`config.mk`:
```
export PLATFORM = sky130hd
export DESIGN_NAME = octree_morton_neighbor_id
export DESIGN_NICKNAME = d
export VERILOG_FILES = /design/src/rtl/core/octnb_pkg.sv /design/src/rtl/core/octree_morton_neighbor_id.sv
export SDC_FILE = /design/constraint.sdc
export NUM_CORES = 1
export LEC_CHECK = 0
export ABC_AREA = 1
export BUFFER_PORTS_ARGS = -buffer_cell sky130_fd_sc_hd__buf_2
export CORE_MARGIN = 10
export CORE_UTILIZATION = 40
export CTS_CLUSTER_SIZE = 16
export DETAILED_ROUTE_END_ITERATION = 12
export HOLD_SLACK_MARGIN = 0.05
export PLACE_DENSITY = 0.61
export RECOVER_POWER = 25
export SYNTH_ARGS = -nofsm -noshare
export SYNTH_HDL_FRONTEND = slang
export SYNTH_SLANG_ARGS = --single-unit
```
`constraint.sdc`:
```
create_clock -name clk_i -period 19.8 [get_ports clk_i]
set_input_delay 1.98 -clock clk_i [delete_from_list [all_inputs] [get_ports clk_i]]
set_output_delay 1.98 -clock clk_i [all_outputs]
set_load 0.03 [all_outputs]
```
`src/rtl/core/octnb_pkg.sv`:
```
package octnb_pkg;

  // coordinate and id geometry
  localparam int unsigned COORD_DIGITS = 20;
  localparam int unsigned ROOT_BITS    = 21;
  localparam int unsigned ID_W         = 64;
  localparam int unsigned AXES         = 3;

  // marker pattern that sits above the coordinate triplets
  localparam logic [ID_W-1:0] MARKER = ID_W'(10);
  localparam logic [ID_W-1:0] MARKER_MAX = ID_W'(10);

  // deepest level: the remainder above the triplets is at most three bits wide
  localparam int unsigned MAX_LEVEL = (ID_W - 1 - ROOT_BITS) / 3;
  localparam int unsigned LEVEL_W   = $clog2(MAX_LEVEL + 1);
  localparam int unsigned OUT_LEVEL_W = 4;
  localparam int unsigned OUT_LEVEL_SAT = (1 << OUT_LEVEL_W) - 1;

  localparam int unsigned BLOCKS_W = 8;
  localparam int unsigned ACTION_W = 3;

  // stream packing
  localparam int unsigned IN_FIELDS_W  = ID_W + ACTION_W;
  localparam int unsigned IN_DATA_W    = ((IN_FIELDS_W + 7) / 8) * 8;
  localparam int unsigned OUT_FIELDS_W = ID_W + 1 + OUT_LEVEL_W;
  localparam int unsigned OUT_DATA_W   = ((OUT_FIELDS_W + 7) / 8) * 8;

  // register file
  localparam int unsigned APB_DATA_W = 32;
  localparam int unsigned APB_ADDR_W = 4;
  localparam int unsigned REG_IDX_W  = 2;

  typedef enum logic [REG_IDX_W-1:0] {
    REG_BLOCKS_X = 2'd0,
    REG_BLOCKS_Y = 2'd1,
    REG_BLOCKS_Z = 2'd2
  } reg_idx_e;

  typedef enum logic [ACTION_W-1:0] {
    ACT_EAST   = 3'd0,
    ACT_WEST   = 3'd1,
    ACT_NORTH  = 3'd2,
    ACT_SOUTH  = 3'd3,
    ACT_TOP    = 3'd4,
    ACT_BOTTOM = 3'd5
  } action_e;

  typedef logic [COORD_DIGITS-1:0] coord_t;

  // pull one axis's coordinate out of the interleaved word
  function automatic coord_t gather_axis(input logic [ID_W-1:0] v, input int unsigned axis);
    coord_t c;
    c = '0;
    for (int unsigned i = 0; i < COORD_DIGITS; i++) begin
      c[i] = v[3*i + axis];
    end
    return c;
  endfunction

  // put one axis's coordinate back into the interleaved word
  function automatic logic [ID_W-1:0] scatter_axis(input logic [ID_W-1:0] v,
                                                    input int unsigned axis,
                                                    input coord_t c);
    logic [ID_W-1:0] r;
    r = v;
    for (int unsigned i = 0; i < COORD_DIGITS; i++) begin
      r[3*i + axis] = c[i];
    end
    return r;
  endfunction

endpackage

```
`src/rtl/core/octree_morton_neighbor_id.sv`:
```
// octree face-neighbor lookup on morton-coded node ids
//
// input stream (s_axis_*): one beat per query, tdata = node_id then action.
//   action selects the face: east/west (x), north/south (y), top/bottom (z).
// output stream (m_axis_*): one beat per query, same order, tdata =
//   neighbor_id, is_domain_edge, node_level.
// config (apb): blocks_x at 0x0, blocks_y at 0x4, blocks_z at 0x8, low 8 bits
//   used, readable, reset value 1. write only while no query is in flight.
//
// timing: a beat taken is computed from the input register and is loaded
//   into the output register once that register can load, then offered.
//   one query per cycle sustained while m_axis_tready stays high; the lookup
//   itself (level decode, marker strip, coordinate step, marker restore) sits
//   in a single stage between the two registers.
// back-pressure: the input stage and the output register each hold one beat;
//   when m_axis_tready is low both fill, then s_axis_tready drops. nothing is
//   dropped or duplicated.
// reset: rst_ni clears both valid flags and sets the block counts to 1.
module octree_morton_neighbor_id (
  input  logic                             clk_i,
  input  logic                             rst_ni,
  // query stream
  input  logic                             s_axis_tvalid,
  output logic                             s_axis_tready,
  // [63:0] node_id, [66:64] action, [71:67] zero
  input  logic [octnb_pkg::IN_DATA_W-1:0]  s_axis_tdata,
  // result stream
  output logic                             m_axis_tvalid,
  input  logic                             m_axis_tready,
  // [63:0] neighbor_id, [64] is_domain_edge, [68:65] node_level, [71:69] zero
  output logic [octnb_pkg::OUT_DATA_W-1:0] m_axis_tdata,
  // configuration
  input  logic                             psel,
  input  logic                             penable,
  input  logic                             pwrite,
  input  logic [octnb_pkg::APB_ADDR_W-1:0] paddr,
  input  logic [octnb_pkg::APB_DATA_W-1:0] pwdata,
  output logic [octnb_pkg::APB_DATA_W-1:0] prdata,
  output logic                             pready
);
  import octnb_pkg::*;

  // ---------------------------------------------------------------- registers
  logic [BLOCKS_W-1:0] blocks_x_q, blocks_y_q, blocks_z_q;
  logic                cfg_we;
  logic [REG_IDX_W-1:0] reg_idx;

  assign pready  = 1'b1;
  assign cfg_we  = psel & penable & pwrite;
  assign reg_idx = paddr[APB_ADDR_W-1:2];

  always_ff @(posedge clk_i or negedge rst_ni) begin
    if (!rst_ni) begin
      blocks_x_q <= BLOCKS_W'(1);
      blocks_y_q <= BLOCKS_W'(1);
      blocks_z_q <= BLOCKS_W'(1);
    end else if (cfg_we) begin
      unique case (reg_idx)
        REG_BLOCKS_X: blocks_x_q <= pwdata[BLOCKS_W-1:0];
        REG_BLOCKS_Y: blocks_y_q <= pwdata[BLOCKS_W-1:0];
        REG_BLOCKS_Z: blocks_z_q <= pwdata[BLOCKS_W-1:0];
        default: ;
      endcase
    end
  end

  always_comb begin
    prdata = '0;
    unique case (reg_idx)
      REG_BLOCKS_X: prdata = APB_DATA_W'(blocks_x_q);
      REG_BLOCKS_Y: prdata = APB_DATA_W'(blocks_y_q);
      REG_BLOCKS_Z: prdata = APB_DATA_W'(blocks_z_q);
      default:      prdata = '0;
    endcase
  end

  // ---------------------------------------------------------------- handshake
  logic                s1_valid_q;
  logic [ID_W-1:0]     id_q;
  logic [ACTION_W-1:0] act_q;
  logic                out_valid_q;
  logic                out_en;

  // output register can load when empty or being drained this cycle
  assign out_en        = ~out_valid_q | m_axis_tready;
  assign s_axis_tready = ~s1_valid_q | out_en;

  always_ff @(posedge clk_i or negedge rst_ni) begin
    if (!rst_ni) begin
      s1_valid_q <= 1'b0;
    end else if (s_axis_tready) begin
      s1_valid_q <= s_axis_tvalid;
    end
  end

  always_ff @(posedge clk_i) begin
    if (s_axis_tready && s_axis_tvalid) begin
      id_q  <= s_axis_tdata[ID_W-1:0];
      act_q <= s_axis_tdata[ID_W +: ACTION_W];
    end
  end

  // ---------------------------------------------------------------- lookup
  logic [LEVEL_W-1:0] level;
  logic [ID_W-1:0]    marker;
  logic [ID_W-1:0]    body;
  logic [1:0]         axis;
  logic               down;
  logic               act_ok;
  logic [BLOCKS_W-1:0] blocks;
  coord_t             coord, coord_nb, coord_last;
  logic [ID_W-1:0]    neighbor;
  logic               edge_hit;
  logic [OUT_LEVEL_W-1:0] level_out;

  // every level test is independent; the shallowest passing one wins
  always_comb begin
    level  = LEVEL_W'(MAX_LEVEL);
    marker = MARKER << (ROOT_BITS + 3*MAX_LEVEL);
    for (int k = MAX_LEVEL; k >= 0; k--) begin
      if ((id_q >> (ROOT_BITS + 3*k)) <= MARKER_MAX) begin
        level  = LEVEL_W'(k);
        marker = MARKER << (ROOT_BITS + 3*k);
      end
    end
  end

  assign body = id_q - marker;

  always_comb begin
    act_ok = 1'b1;
    axis   = 2'd0;
    down   = 1'b0;
    unique case (act_q)
      ACT_EAST:   begin axis = 2'd0; down = 1'b0; end
      ACT_WEST:   begin axis = 2'd0; down = 1'b1; end
      ACT_NORTH:  begin axis = 2'd1; down = 1'b0; end
      ACT_SOUTH:  begin axis = 2'd1; down = 1'b1; end
      ACT_TOP:    begin axis = 2'd2; down = 1'b0; end
      ACT_BOTTOM: begin axis = 2'd2; down = 1'b1; end
      default:    act_ok = 1'b0;
    endcase
  end

  always_comb begin
    case (axis)
      2'd0:    begin coord = gather_axis(body, 0); blocks = blocks_x_q; end
      2'd1:    begin coord = gather_axis(body, 1); blocks = blocks_y_q; end
      default: begin coord = gather_axis(body, 2); blocks = blocks_z_q; end
    endcase
  end

  // far face of the domain, wrapped to the coordinate width
  assign coord_last = (coord_t'(blocks) << level) - coord_t'(1);
  assign coord_nb   = down ? (coord - coord_t'(1)) : (coord + coord_t'(1));

  always_comb begin
    neighbor = id_q;
    edge_hit = 1'b0;
    if (act_ok) begin
      edge_hit = down ? (coord == '0) : (coord == coord_last);
      case (axis)
        2'd0:    neighbor = scatter_axis(body, 0, coord_nb) + marker;
        2'd1:    neighbor = scatter_axis(body, 1, coord_nb) + marker;
        default: neighbor = scatter_axis(body, 2, coord_nb) + marker;
      endcase
    end
  end

  assign level_out = (32'(level) > OUT_LEVEL_SAT) ? OUT_LEVEL_W'(OUT_LEVEL_SAT)
                                                  : OUT_LEVEL_W'(level);

  // ---------------------------------------------------------------- result register
  logic [ID_W-1:0]        out_id_q;
  logic                   out_edge_q;
  logic [OUT_LEVEL_W-1:0] out_level_q;

  always_ff @(posedge clk_i or negedge rst_ni) begin
    if (!rst_ni) begin
      out_valid_q <= 1'b0;
    end else if (out_en) begin
      out_valid_q <= s1_valid_q;
    end
  end

  always_ff @(posedge clk_i) begin
    if (out_en && s1_valid_q) begin
      out_id_q    <= neighbor;
      out_edge_q  <= edge_hit;
      out_level_q <= level_out;
    end
  end

  assign m_axis_tvalid = out_valid_q;
  assign m_axis_tdata  = {(OUT_DATA_W - OUT_FIELDS_W)'(0), out_level_q, out_edge_q, out_id_q};

  // ---------------------------------------------------------------- checks
  // input side only stalls when both stages hold a beat and the sink is stalled
  a_stall_only_when_full: assert property (@(posedge clk_i) disable iff (!rst_ni)
    !s_axis_tready |-> (s1_valid_q && out_valid_q && !m_axis_tready))
    else $error("input stalled while a stage was free");

  // a beat in the input stage moves to the output register when it can load
  a_stage_advance: assert property (@(posedge clk_i) disable iff (!rst_ni)
    (s1_valid_q && out_en) |=> m_axis_tvalid)
    else $error("computed beat lost");

  // decoded level never exceeds the deepest level of the id format
  a_level_range: assert property (@(posedge clk_i) disable iff (!rst_ni)
    m_axis_tvalid |-> (32'(out_level_q) <= MAX_LEVEL))
    else $error("node level out of range");

endmodule

```
* Yosys cells after proc, flatten, opt, wreduce, memory -nomap -nowiden
Cells that the tools add are included.
Widths: inputs -> output; s select.
** Storage, ports and cells
- Register bits after elaboration :: 162
- Bits of input ports :: 115
** Operators by class
- Add/sub/neg operators :: 7
- Magnitude comparators :: 14
- Equality and inequality tests :: 9
- Shift-type cells :: 1
- Mux-type cells :: 38
- Bitwise operators :: 6
- Reduce and logical (&&, ||, !) cells :: 13
** Operator list (number)
- $mux 64 :: 15
- $add 64x64->64 :: 3
- $pmux 64 s2 :: 1
- $sub 64x64->64 :: 1
- $mux 4 :: 13
- $le 43x4->1 const B :: 1
- $le 40x4->1 const B :: 1
- $pmux 20 s2 :: 1
- $sub 20x1->20 const B :: 2
- $le 37x4->1 const B :: 1
- $le 34x4->1 const B :: 1
- $le 31x4->1 const B :: 1
- $le 28x4->1 const B :: 1
- $le 25x4->1 const B :: 1
- $pmux 8 s3 :: 1
- $le 22x4->1 const B :: 1
- $add 20x1->20 const B :: 1
- $eq 20x20->1 :: 1
- $logic_not 20->1 :: 1
- $mux 20 :: 1
- $shl 8x4->20 :: 1
- $le 19x4->1 const B :: 1
- $le 16x4->1 const B :: 1
- $pmux 8 s2 :: 1
- other kinds (22) :: 35

* Longest topological paths before layout
Gate-level depths: netlist of run 1.
- Word-level depth :: 22
- Mapped depth :: 53

* Least setup slack after synthesis of run 1
No wires, ideal clock.
- Path type :: reg2reg
- Start point :: reg id_q[54]
- End point :: reg out_id_q[62], data pin
- Data arrival time :: 6.171 ns
- Setup slack :: 13.376 ns
- Stages on the path, launching flop included :: 49
- Buffers on the path :: 2
- Period minus slack after synthesis :: 6.424 ns
- Cell sequence :: edfxtp_1 -> buf_2 -> nor2_4 -> nand2_2 -> nor2_4 -> nand2_4 -> nor2_4 -> and3_2 -> nand3_4 -> buf_4 -> ha_1 -> a21oi_1 -> o21ai_2 -> a21oi_1 -> o21ai_2 -> a21boi_0 -> o21ai_0 -> xnor2_1 -> [13 not listed] -> xor2_1 -> inv_1 -> nand2_1 -> o21ai_0 -> ha_1 -> inv_1 -> nor2_1 -> nand3_1 -> nor2_1 -> nand4_1 -> nand3_1 -> nand2_1 -> nand2_1 -> nand2_1 -> nand2_1 -> nand2_1 -> nand3_1 -> nand2_1
** Between the ends
- Longest elaborated chain between the ends :: 20
** Ends and longest elaborated chain
- start, declared :: line octree_morton_neighbor_id.sv:79 : logic [ID_W-1:0] id_q;
- start signal, assigned :: line octree_morton_neighbor_id.sv:98 : id_q <= s_axis_tdata[ID_W-1:0];
- $le 10x4->1 :: line octree_morton_neighbor_id.sv:121 : if ((id_q >> (ROOT_BITS + 3*k)) <= MARKER_MAX) begin
- $mux 64 (12 in series) :: line octree_morton_neighbor_id.sv:121
- $sub 64x64->64 :: line octree_morton_neighbor_id.sv:128 : assign body = id_q - marker;
- $pmux 20 s2 :: line octree_morton_neighbor_id.sv:146 : case (axis)
- $add 20x1->20 / $sub 20x1->20 (equally long branches) :: line octree_morton_neighbor_id.sv:155 : assign coord_nb = down ? (coord - coord_t'(1)) : (coord + coord_t'(1));
- $mux 20 :: line octree_morton_neighbor_id.sv:155
- $add 64x64->64, on equally long branches :: line octree_morton_neighbor_id.sv:165, octree_morton_neighbor_id.sv:163, octree_morton_neighbor_id.sv:164
- $pmux 64 s2 * :: line octree_morton_neighbor_id.sv:162 : case (axis)
- $mux 64 * :: line octree_morton_neighbor_id.sv:160 : if (act_ok) begin
- net neighbor[62] :: line octree_morton_neighbor_id.sv:112 : logic [ID_W-1:0] neighbor;
- end signal, assigned :: line octree_morton_neighbor_id.sv:188 : out_id_q <= neighbor;
- end, declared :: line octree_morton_neighbor_id.sv:174 : logic [ID_W-1:0] out_id_q;
Mark *: on every way through the listed nets, which the timed path passes. The rest lies on a longest branch.
A chain may end at the register's enable or synchronous reset.

* Final worst setup path of run 1
- Start point :: reg id_q[41]
- End point :: reg out_id_q[59], data pin
** Between the ends
- Longest elaborated chain between the ends :: 15
** Ends and longest elaborated chain (line)
- $le 25x4->1 :: octree_morton_neighbor_id.sv:121
- $mux 64 (7 in series) :: octree_morton_neighbor_id.sv:121
- $sub 64x64->64 :: octree_morton_neighbor_id.sv:128
- $pmux 20 s2 :: octree_morton_neighbor_id.sv:146
- $add 20x1->20 / $sub 20x1->20 (equally long branches) :: octree_morton_neighbor_id.sv:155
- $mux 20 :: octree_morton_neighbor_id.sv:155
- $add 64x64->64, on equally long branches :: octree_morton_neighbor_id.sv:165, octree_morton_neighbor_id.sv:163, octree_morton_neighbor_id.sv:164
- $pmux 64 s2 * :: octree_morton_neighbor_id.sv:162
- $mux 64 * :: octree_morton_neighbor_id.sv:160
- net neighbor[59] :: octree_morton_neighbor_id.sv:112
Marked as above.

==> results of run 1 <==
[layout by cell type (no fill, tap or decap), types with 4 or more instances in the layout]
| cell type | netlist | layout |
|---|---|---|
| dfrtp_1 | 23 | 23 |
| nor4_1 | 7 | 7 |
| nand2_2 | 7 | 7 |
| nand2_4 | 4 | 4 |
| xor2_1 | 57 | 57 |
| o211ai_1 | 15 | 15 |
| xnor2_1 | 14 | 14 |
| clkbuf_16 | 0 | 19 |
| buf_2 | 11 | 159 |
| o21ai_2 | 4 | 4 |
| nor2_4 | 10 | 9 |
| nor3_1 | 37 | 37 |
| a221oi_1 | 13 | 13 |
| or2_1 | 5 | 5 |
| a21o_1 | 5 | 5 |
| nand4_1 | 36 | 36 |
| o22ai_1 | 7 | 7 |
| edfxtp_1 | 136 | 136 |
| conb_1 | 2 | 28 |
| buf_4 | 32 | 8 |
| o21ai_1 | 17 | 17 |
| o21a_1 | 4 | 4 |
| nand3b_1 | 5 | 5 |
| a31oi_1 | 10 | 10 |
| or2_2 | 18 | 18 |
| nand3_2 | 17 | 17 |
| nand2_1 | 565 | 565 |
| nand3_1 | 176 | 176 |
| a21oi_1 | 110 | 109 |
| nor2_1 | 232 | 231 |
| clkbuf_1 | 23 | 7 |
| o31ai_1 | 5 | 5 |
| o21bai_1 | 13 | 13 |
| o21ai_0 | 155 | 155 |
| inv_1 | 320 | 319 |
| ha_1 | 75 | 75 |
| nor2_2 | 15 | 17 |
| inv_2 | 13 | 14 |
[flip-flops by register name (all words and copies together), names as in the netlist]
name,flops
act_q,3
blocks_z_q,8
s1_valid_q,1
out_id_q,64
m_axis_tvalid,1
blocks_x_q,8
blocks_y_q,8
id_q,64
out_level_q,4
out_edge_q,1
[area by class of cell]
type | instances | area (um2) | share of cell area (%)
clock inverters | 8 | 62.56 | 0.3691
clock buffers | 24 | 525.5 | 3.100
repair buffers | 173 | 878.3 | 5.182
well taps | 511 | 639.4 | 3.772
inverters | 338 | 1274 | 7.514
multi-input cells | 1688 | 8833 | 52.11
flip-flops and latches | 162 | 4738 | 27.95
[kinds of logic (layout without fill, tap and decap cells)]
group / Yosys count / in the layout / synth area share, %
compound gates: 372 / 372 / 13.85
xor+xnor: 71 / 71 / 4.091
fa+ha+maj: 76 / 76 / 6.306
buf+inv: 415 / 543 / 11.41
flops: 162 / 162 / 31.17
mux: 1 / 1 / 0.06586
other cells: 2 / 28 / 0.04941
simple gates: 1140 / 1140 / 33.06
[power by group through the flow]
| stage | Combinational [W] | Clock, W | Sequential (W) |
|---|---|---|---|
| 4_1_cts | 0.000520 | 0.000347 | 0.000454 |
| 6_report | 0.000522 | 0.000330 | 0.000454 |
| 3_5_place_dp | 0.000518 | 0 | 0.000460 |
| 5_1_grt | 0.000584 | 0.000354 | 0.000459 |
| 3_3_place_gp | 0.000511 | 0 | 0.000459 |
| 2_1_floorplan | 0.000344 | 0 | 0.000495 |
[cells in the mapped netlist (4+ instances only)]
cell / instances
o31ai_1: 5
nand3b_1: 5
nand3_1: 176
a221oi_1: 13
nor3_1: 37
nand4_1: 36
or2_1: 5
o211ai_1: 15
edfxtp_1: 136
nand3_2: 17
inv_1: 320
nand2_4: 4
o21bai_1: 13
o21ai_0: 155
nand2_1: 565
a21oi_1: 110
xor2_1: 57
xnor2_1: 14
buf_6: 5
dfrtp_1: 23
inv_2: 13
or2_2: 18
a31oi_1: 10
buf_2: 11
nor4_1: 7
buf_4: 32
nor2_4: 10
o21ai_1: 17
o21a_1: 4
nand2_2: 7
o22ai_1: 7
clkbuf_1: 23
ha_1: 75
nor2_1: 232
a21o_1: 5
buf_1: 6
nor2_2: 15
o21ai_2: 4
[worst max-delay path: cells and delay by family (launching register included)]
kind	cells	cell delay, ns
fa+ha+maj	3	1.00
flops	1	0.53
xor+xnor	2	0.39
compound gates	12	2.44
simple gates	22	3.39
buf+inv	5	0.38
[routing by layer]
layer / vias up / share of wire [%] / global-route usage [%]
li1: 7628 / - / -
met1: 7032 / 43 / 26.28
met2: 551 / 48 / 36.51
met3: 90 / 6.1 / 3.202
met4: 0 / 3.3 / 9.005
met5: - / 0 / 0
[per-stage QoR]
stage	cell area (um2)	total power, W
floorplan	15300	0.0008392
global placement	16390	0.0009705
detailed placement	16390	0.0009777
CTS	16980	0.001321
global route	16950	0.001397
finish	16950	0.001306
[worst paths after layout]
kind	start	depth (start not counted)	slack (ns)	endpoint
max reg2reg	id_q[41]	44	11.38	out_id_q[59]
max in group asynchronous	rst_ni	1	17.12	blocks_x_q[6]
max	id_q[41]	44	11.38	out_id_q[59]
min	blocks_y_q[7]	2	0.49	blocks_y_q[7]
min reg2reg	blocks_y_q[7]	2	0.49	blocks_y_q[7]
min in group asynchronous	rst_ni	1	1.83	blocks_x_q[1]
==> results.md, run 1 <==
* Clock Sinks at between 150 and 200
* Row count at between 70 and 80
* Synth Cell Area at roughly 0.015 mm2
* Post-route ant nets at 0
* Synth area leader: edfxtp_1
* Crit path DAT at 8.62 ns
* Comb power frac at about two fifths
* Clk_skew at about 0.016 ns
* Nets at 2571
* DRT Pass-1 Iters at 6
* P&R area growth vs syn at 11.52%
* RD Place Congestion at approximately 1.0
* Sequential fraction of the synthesis area at 31.17%
* Crit Path Class: flip-flop to flip-flop
* Flops & latches, synth at 162
* CTS tree: yes
* Post-CTS Hold Buffers at 0
* Outcome: finished, violations left
* Fin. Hold Viols at 0
* Die height at around 210 um
* Violated checks: capacitance limit, slew limit
* First-pass GRT wire length at 77750 um
* Clock transition at the registers of the reported paths at roughly 0.070 ns
* Leak pwr at just over 8 nW
* Drt wl/cell at roughly 17 um
* Fin cells at roughly 2900
* Clk pwr share at between 20% and 30%
* CTS buffer count at 17
* Post-synth ARST share at 16.05%
* Post-layout util at between 40 and 50%
* Total negative setup slack at 0 ns
* Gr ovfl total at 0
* HP Class: flip-flop to flip-flop
* Post-synth top flop: edfxtp_1
* Initial core utilization at about 40%
* Die Area at around 0.046 mm2
* Ant diodes at 0
* Clk root buf: clkbuf_16
* Worst vdd ir at 0.00007531 V
* Worst-Skew Late Latency at between 0.4 and 0.5 ns
* Flop pwr share at 34.8%
* Count of different cell masters after synthesis at 56
* Syn Inst Count at 2239
* Post-DP HPWL at 40490 um
* Filler Cell Count at roughly 4000
* Max transition margin at -39.99%
* Avg Cell Area, Syn at approximately 6.8 um2
* Fin crit period at 8.418 ns
* EDFF count, synth at around 140
* NetSw at between 0.0005 and 0.0006 W
* Slew @ Worst Pin at approximately 2.1 ns
* Slowest stage cell, crit path: edfxtp_1
* Syn. warnings at 0
* DP Worst Slack at 11.63 ns
* Crit-path max cell delay at between 0.5 and 0.6 ns
* P_int at roughly 0.00077 W
* # IOs at about 220
* Routed WL at 50320 um
* Drt initial violations at ~1200
* Largest net degree at the start of global routing at approximately 70
* CP Launch Type: flip-flop
* H-tree Lvls at 4
* Die X at ~210 um
* Max Transition Viols Final at 74
* Placeable Area at 0.03758 mm2
* Setup-failing EPs final at 0
* Vias in the first global route at ~15000
* Gr usage total at 21.35%
* DR DRC count at 0
* CTS resizes at 0
* Vias per cell at around 5.3
* Critical Path End Type: flip-flop
* Sw Ratio at 40.94%
* CP dominant cell by count: nand2_1
* Min Hold Slack at ~0.5 ns
* Max_cap viols at 2
* Period utilization at a little over two fifths
* DR vias at between 15000 and 20000
* RSZ-0062 raised after global routing: no
* Fmax at around 120 MHz
* CTS Buffer Depth at 2
* Fraction of layout cells with a size suffix above 1 at between 10% and 20%
* Setup bufs post-CTS at 0
* Placed cells at ~2900
* Synth top area share at between 20% and 30%
* Worst endpoint required time at ~20 ns
* IO buf count at 162
* Setup ws final at 11.38 ns
* P per Cell Area at a little under 80 mW/mm2
* Crit Path Max Fanout at 8
* Initial antenna violation count at 0
* Main area contributors after synthesis: edfxtp_1 (27%), nand2_1 (14%), inv_1 (7.9%), ha_1 (6.2%), nand3_1 (5.8%)
Note: power is estimated with default switching activity, not from simulation.
==> inputs of run 2 (changes only) <==
Settings changed: PLACE_DENSITY 0.61 to 0.64.
Clock period 19.8 ns to 7.45 ns, I/O delays scaled along.
==> run 2 against run 1 <==
Effect of this change:
- the flow now finishes without violations
- sequential cell count unchanged
- design area increased by 17%
- via count is 7.3% higher
- final cell count is 11% higher
- clock skew is 0.0090 ns higher
- critical path type unchanged
==> results.md, run 2 (synthesis gave the netlist of run 1 again) <==
* Crit Path Max Fanout at 4 (was 8)
* Slew @ Worst Pin at 1.372 ns (was 2.100 ns)
* GRT busiest layer: met2 (unchanged)
* Gr usage total at 22.96% (was 21.35%)
* # IOs at 222 (unchanged)
* Met3 usage in global routing at 4.213% (was 3.202%)
* Clock Sinks at 162 (unchanged)
* Die Area at 0.04620 mm2 (unchanged)
* HP Class: primary input to flip-flop (was flip-flop to flip-flop)
* Initial core utilization at 40.45% (unchanged)
* RD Place Congestion at 0.9688 (was 1.040)
* DR vias at 16413 (was 15301)
* Drt wl/cell at 17.01 um (was 17.33 um)
* Die X at 214.9 um (unchanged)
* Max_cap viols at 0 (was 2)
* Total negative setup slack at 0 ns (unchanged)
* Flop-to-flop setup slack at 0.33 ns (was 11.38 ns)
* Clk_skew at 0.02527 ns (was 0.01629 ns)
* RSZ-0062 raised after global routing: yes (was no)
* DRT Pass-1 Iters at 6 (unchanged)
* Slowest stage cell, crit path: edfxtp_1 (unchanged)
* Max transition margin at 8.535% (was -39.99%)
* Drt initial violations at 1287 (was 1232)
* Post-CTS Hold Buffers at 0 (unchanged)
* CTS tree: yes (unchanged)
* Routing usage on met2 at 39.20% (was 36.51%)
* Fin. Hold Viols at 0 (unchanged)
* Top flop regs: id_q x64, out_id_q x64 (unchanged)
* Gr ovfl total at 0 (unchanged)
* CP dominant cell by count: nand2_1 (unchanged)
* Clk root buf: clkbuf_16 (unchanged)
* First-pass GRT wire length at 83350 um (was 77750 um)
* P per Cell Area at 190.1 mW/mm2 (was 77.03 mW/mm2)
* Clock transition at the registers of the reported paths at 0.08 ns (was 0.07 ns)
* Post-layout util at 52.56% (was 45.11%)
* IO buf count at 162 (unchanged)
* Worst-Skew Late Latency at 0.50 ns (was 0.48 ns)
* CP Capture Point: out_id_q[57] (was out_id_q[59])
* Min Hold Slack at 0.4165 ns (was 0.4921 ns)
* Most common cell after layout, fill and taps aside: nand2_1 (unchanged)
* Vias in the first global route at 15877 (was 14766)
* Fin crit period at 7.118 ns (was 8.418 ns)
* Max Transition Viols Final at 0 (was 74)
* Outcome: finished, final reports clean (was finished, violations left)
* CP bufs+invs at 9 (was 5)
* Worst vdd ir at 0.0002404 V (was 0.00007531 V)
* CP Launch Type: flip-flop (unchanged)
* Leak pwr at 9.719 nW (was 8.163 nW)
* Worst endpoint required time at 7.64 ns (was 20.00 ns)
* Post-DP HPWL at 44170 um (was 40490 um)
* Commonest cells after routing, fill and taps aside: nand2_1 (554), buf_4 (325), inv_1 (317) (was nand2_1 (565), inv_1 (319), nor2_1 (231))
* Critical Path End Type: flip-flop (unchanged)
* Crit Path Class: flip-flop to flip-flop (unchanged)
* Crit path depth at 45 (was 44)
* Largest net degree at the start of global routing at 68 (unchanged)
* Post-route ant nets at 0 (unchanged)
* H-tree Lvls at 4 (unchanged)
* Initial antenna violation count at 0 (unchanged)
* GRT met1 Usage at 27.99% (was 26.28%)
* Crit path from: id_q[62] (was id_q[41])
* Crit-path max cell delay at 0.45 ns (was 0.53 ns)
* CTS buffer count at 17 (unchanged)
* Ant diodes at 0 (unchanged)
* Fraction of layout cells with a size suffix above 1 at 26.22% (was 12.54%)
* R2R depth at 45 (was 44)
* Placeable Area at 0.03758 mm2 (unchanged)
* Period utilization at 95.54% (was 42.52%)
* Nets at 2886 (was 2571)
* Crit path DAT at 7.30 ns (was 8.62 ns)
* Total power at 0.003755 W (was 0.001306 W)
* Row count at 71 (unchanged)
* Fmax at 140.5 MHz (was 118.8 MHz)
* Vias per cell at 5.099 (was 5.269)
* Critical R2R Capture: out_id_q[57] (was out_id_q[59])
* CTS Buffer Depth at 2 (unchanged)
* Fin cells at 3219 (was 2904)
* P&R area growth vs syn at 29.94% (was 11.52%)
* Placed cells at 3169 (was 2872)
* Routed WL at 54760 um (was 50320 um)
* Setup-failing EPs final at 0 (unchanged)
* CP delay by family, top: simple AND/OR/NAND/NOR gates (unchanged)
* Reg2reg start: id_q[62] (was id_q[41])
* Die height at 214.9 um (unchanged)
* DR DRC count at 0 (unchanged)
run 2: cell types whose count changed in the layout (fill, tap and decap cells not counted), moves of 11 or more:
cell     delta
a21oi_1    -15
a21oi_2    +14
buf_4     +317
nand2_1    -11
nand2_2    +11
nor2_1     -24
nor2_2     +16
o21ai_0    -16
run 2: area by class of cell:
type	instances	area, um2
tap	511	639.4
timing repair buffer	488	3249
fill	3755	17830
inverter	338	1274
clock inverter	14	102.6
multi-input combinational	1688	9318
clock buffer	18	429.2
sequential	162	4738
run 2: timing repair:
action	4_1_cts	5_1_grt
endpoints found under the setup margin	17	23
setup buffers	2	16
resized for setup	12	114
pin swaps	4	36
run 2: metal layers:
metal | routed length, um | share of wire (%)
met3 | 3200 | 5.8
met4 | 1886 | 3.4
met2 | 26410 | 48
met1 | 23260 | 42
met5 | 0 | 0
run 2: report_power, final:
part | leakage, nW | internal, W | total, W | switching, W
Combinational | 7.85 | 0.000662 | 0.00174 | 0.00108
Clock | 0.241 | 0.000425 | 0.000819 | 0.000394
Sequential | 1.62 | 0.00113 | 0.00119 | 0.0000591
run 2: worst min path at each step:
stage | start | end | cells after the start
6_report | s_axis_tdata[19] | id_q[19] | 1
5_1_grt | s_axis_tdata[18] | id_q[18] | 1
4_1_cts | rst_ni | blocks_z_q[7] | 1
3_5_place_dp | blocks_y_q[4] | blocks_y_q[4] | 2
3_3_place_gp | blocks_y_q[2] | blocks_y_q[2] | 2
2_1_floorplan | rst_ni | blocks_x_q[1] | 0
run 2: worst reg2reg max path, delay by kind of cell (launching register included):
kind / cells / cell delay, ns
xor gates and xnor gates: 2 / 0.38
adders and majority gates: 3 / 0.93
AOI/OAI and AO/OA: 8 / 1.33
buffers and inverters: 9 / 1.02
and+or+nand+nor: 23 / 2.69
DFF: 1 / 0.45
run 2: per-stage QoR:
| stage | worst slack (ns) | cell area, um2 |
|---|---|---|
| global placement | -0.3373 | 18620 |
| global route | -0.1146 | 19750 |
| CTS | 0.001379 | 19210 |
| finish | 0.3321 | 19750 |
| floorplan | 1.026 | 15300 |
| detailed placement | -0.3568 | 18620 |
==> inputs of run 3 (changes only) <==
Settings changed: CTS_BUF_LIST set to sky130_fd_sc_hd__clkbuf_8 sky130_fd_sc_hd__clkbuf_16.
==> run 3 against run 2 <==
Effect of this change:
- utilization did not move
- design area is the same
- clock skew barely moved
- clock power about the same
- global-route usage unchanged
- setup slack is essentially flat
- highest routed layer unchanged
- largest power group unchanged
- register-to-register slack barely moved
==> results.md, run 3 (synthesis gave the netlist of run 1 again) <==
* Routed WL at 54760 um (about the same)
* CTS buffer count at 17 (unchanged)
* Die Area at 0.04620 mm2 (unchanged)
* P&R area growth vs syn at 29.94% (unchanged)
* CP Launch Type: flip-flop (unchanged)
* Routed wl met2 at 26400 um (was 26410 um)
* Clk_skew at 0.02527 ns (about the same)
* Fraction of layout cells with a size suffix above 1 at 26.22% (unchanged)
* Max transition margin at 8.566% (was 8.535%)
* Total placed instance area at 0.01862 mm2 (unchanged)
* Sw Ratio at 40.88% (was 40.87%)
* R2R depth at 45 (unchanged)
* Ant diodes at 0 (unchanged)
* Most common cell after layout, fill and taps aside: nand2_1 (unchanged)
* DR DRC count at 0 (unchanged)
* Flop-to-flop setup slack at 0.33 ns (about the same)
* Initial core utilization at 40.45% (unchanged)
* Commonest cells after routing, fill and taps aside: nand2_1 (554), buf_4 (325), inv_1 (318) (was nand2_1 (554), buf_4 (325), inv_1 (317))
* Worst endpoint required time at 7.63 ns (was 7.64 ns)
* Crit Path Class: flip-flop to flip-flop (unchanged)
* Comb power frac at 46.5% (was 46.4%)
* Gr ovfl total at 0 (unchanged)
* Placeable Area at 0.03758 mm2 (unchanged)
* Max layer used: met4 (unchanged)
* DRT Pass-1 Iters at 6 (unchanged)
* Crit-path max cell delay at 0.45 ns (about the same)
* Clock Sinks at 162 (unchanged)
* Top flop regs: id_q x64, out_id_q x64 (unchanged)
* CP delay by family, top: simple AND/OR/NAND/NOR gates (unchanged)
* Vias per cell at 5.099 (about the same)
* CP dominant cell by count: nand2_1 (unchanged)
* Drt wl/cell at 17.01 um (about the same)
* Worst vdd ir at 0.0002404 V (about the same)
* Period utilization at 95.54% (about the same)
* Max_cap viols at 0 (unchanged)
* Die X at 214.9 um (unchanged)
* DR vias at 16414 (was 16413)
* Finished Cell Area at 0.01975 mm2 (unchanged)
* Largest net degree at the start of global routing at 68 (unchanged)
* Min Hold Slack at 0.4167 ns (was 0.4165 ns)
* NetSw at 0.001535 W (about the same)
* Clk root buf: clkbuf_16 (unchanged)
* P per Cell Area at 190.1 mW/mm2 (about the same)
* RSZ-0062 raised after global routing: yes (unchanged)
* Post-route ant nets at 0 (unchanged)
* CP bufs+invs at 9 (unchanged)
* IO buf count at 162 (unchanged)
* Filler Cell Count at 3755 (unchanged)
* Slew @ Worst Pin at 1.372 ns (about the same)
* RD Place Congestion at 0.9688 (unchanged)
* P_int at 0.002219 W (was 0.002220 W)
* Fin crit period at 7.117 ns (was 7.118 ns)
* Critical Path End Type: flip-flop (unchanged)
* Die height at 214.9 um (unchanged)
* Vias in the first global route at 15877 (unchanged)
* Crit path DAT at 7.30 ns (about the same)
* Met3 routed WL at 3265 um (was 3200 um)
* Row count at 71 (unchanged)
* Nets at 2886 (unchanged)
* # IOs at 222 (unchanged)
* Initial antenna violation count at 0 (unchanged)
* Clock transition at the registers of the reported paths at 0.08 ns (about the same)
* Outcome: finished, final reports clean (unchanged)
* Post-DP HPWL at 44170 um (unchanged)
* Hold Path Origin: s_axis_tdata[19] (unchanged)
* Critical R2R Capture: out_id_q[57] (unchanged)
* Met1 Wirelength at 23210 um (was 23260 um)
* HP Class: primary input to flip-flop (unchanged)
* Crit Path Max Fanout at 4 (unchanged)
* CTS tree: yes (unchanged)
* Setup-failing EPs final at 0 (unchanged)
* Gr usage total at 22.96% (unchanged)
* Fin. Hold Viols at 0 (unchanged)
* Slowest stage cell, crit path: edfxtp_1 (unchanged)
* Total power at 0.003754 W (was 0.003755 W)
* H-tree Lvls at 4 (unchanged)
* WHS Path Cells at 1 (unchanged)
* Total negative setup slack at 0 ns (unchanged)
* Flop pwr share at 31.8% (was 31.7%)
* Hold path endpoint: id_q[19] (unchanged)
* Max Transition Viols Final at 0 (unchanged)
* Leak pwr at 9.723 nW (was 9.719 nW)
* Fmax at 140.5 MHz (about the same)
* CTS Buffer Depth at 2 (unchanged)
* Worst-Skew Late Latency at 0.50 ns (about the same)
* Drt initial violations at 1287 (unchanged)
* Reg2reg start: id_q[62] (unchanged)
* Post-CTS Hold Buffers at 0 (unchanged)
* First-pass GRT wire length at 83350 um (unchanged)
* Clk pwr share at 21.8% (about the same)
-- run 3: metrics by stage --
stage	cells	utilization [%]	setup slack (ns)
4_1_cts	3203	51.11	0.001379
6_report	3219	52.56	0.3325
3_3_place_gp	3169	49.55	-0.3373
5_1_grt	3219	52.56	-0.1146
3_5_place_dp	3169	49.55	-0.3568
2_1_floorplan	2265	-	1.026
-- run 3: area by class of cell --
type                            instances  area (um2)  share of cell area (%)
Multi-Input combinational cell       1688        9318                   47.18
Tap cell                              511       639.4                   3.237
Inverter                              338        1274                   6.449
Sequential cell                       162        4738                   23.99
Clock buffer                           17       425.4                   2.154
Clock inverter                         15       106.4                  0.5385
Timing Repair Buffer                  488        3249                   16.45
-- run 3: worst max path at each step --
stage          startpoint            to  slack, ns  cells after the start
2_1_floorplan    id_q[54]  out_id_q[62]       1.03                     48
3_3_place_gp     id_q[61]  out_id_q[63]      -0.34                     47
6_report         id_q[62]  out_id_q[57]       0.33                     45
3_5_place_dp     id_q[58]  out_id_q[63]      -0.36                     47
5_1_grt          id_q[48]  out_id_q[52]      -0.11                     43
4_1_cts          id_q[62]  out_id_q[62]      0.001                     50
-- run 3: layer usage --
metal / global-route usage (%) / vias up
met5: 0 / -
met4: 9.218 / 0
met3: 4.213 / 105
met2: 39.20 / 525
met1: 27.99 / 7553
li1: - / 8231
-- run 3: power groups by stage --
stage          sequential (W)  clock [W]  combinational [W]
6_report              0.00119   0.000818            0.00174
5_1_grt               0.00120   0.000872            0.00193
4_1_cts               0.00119   0.000852            0.00167
3_5_place_dp          0.00121          0            0.00165
3_3_place_gp          0.00121          0            0.00163
2_1_floorplan         0.00132          0           0.000915
-- run 3: timing repair --
item | in CTS | in global routing
buffers inserted | 2 | 16
endpoints found under the hold margin | 0 | 0
resized for setup | 12 | 114
setup endpoints to repair | 17 | 23
pin swaps | 4 | 36
gates cloned | 0 | 0
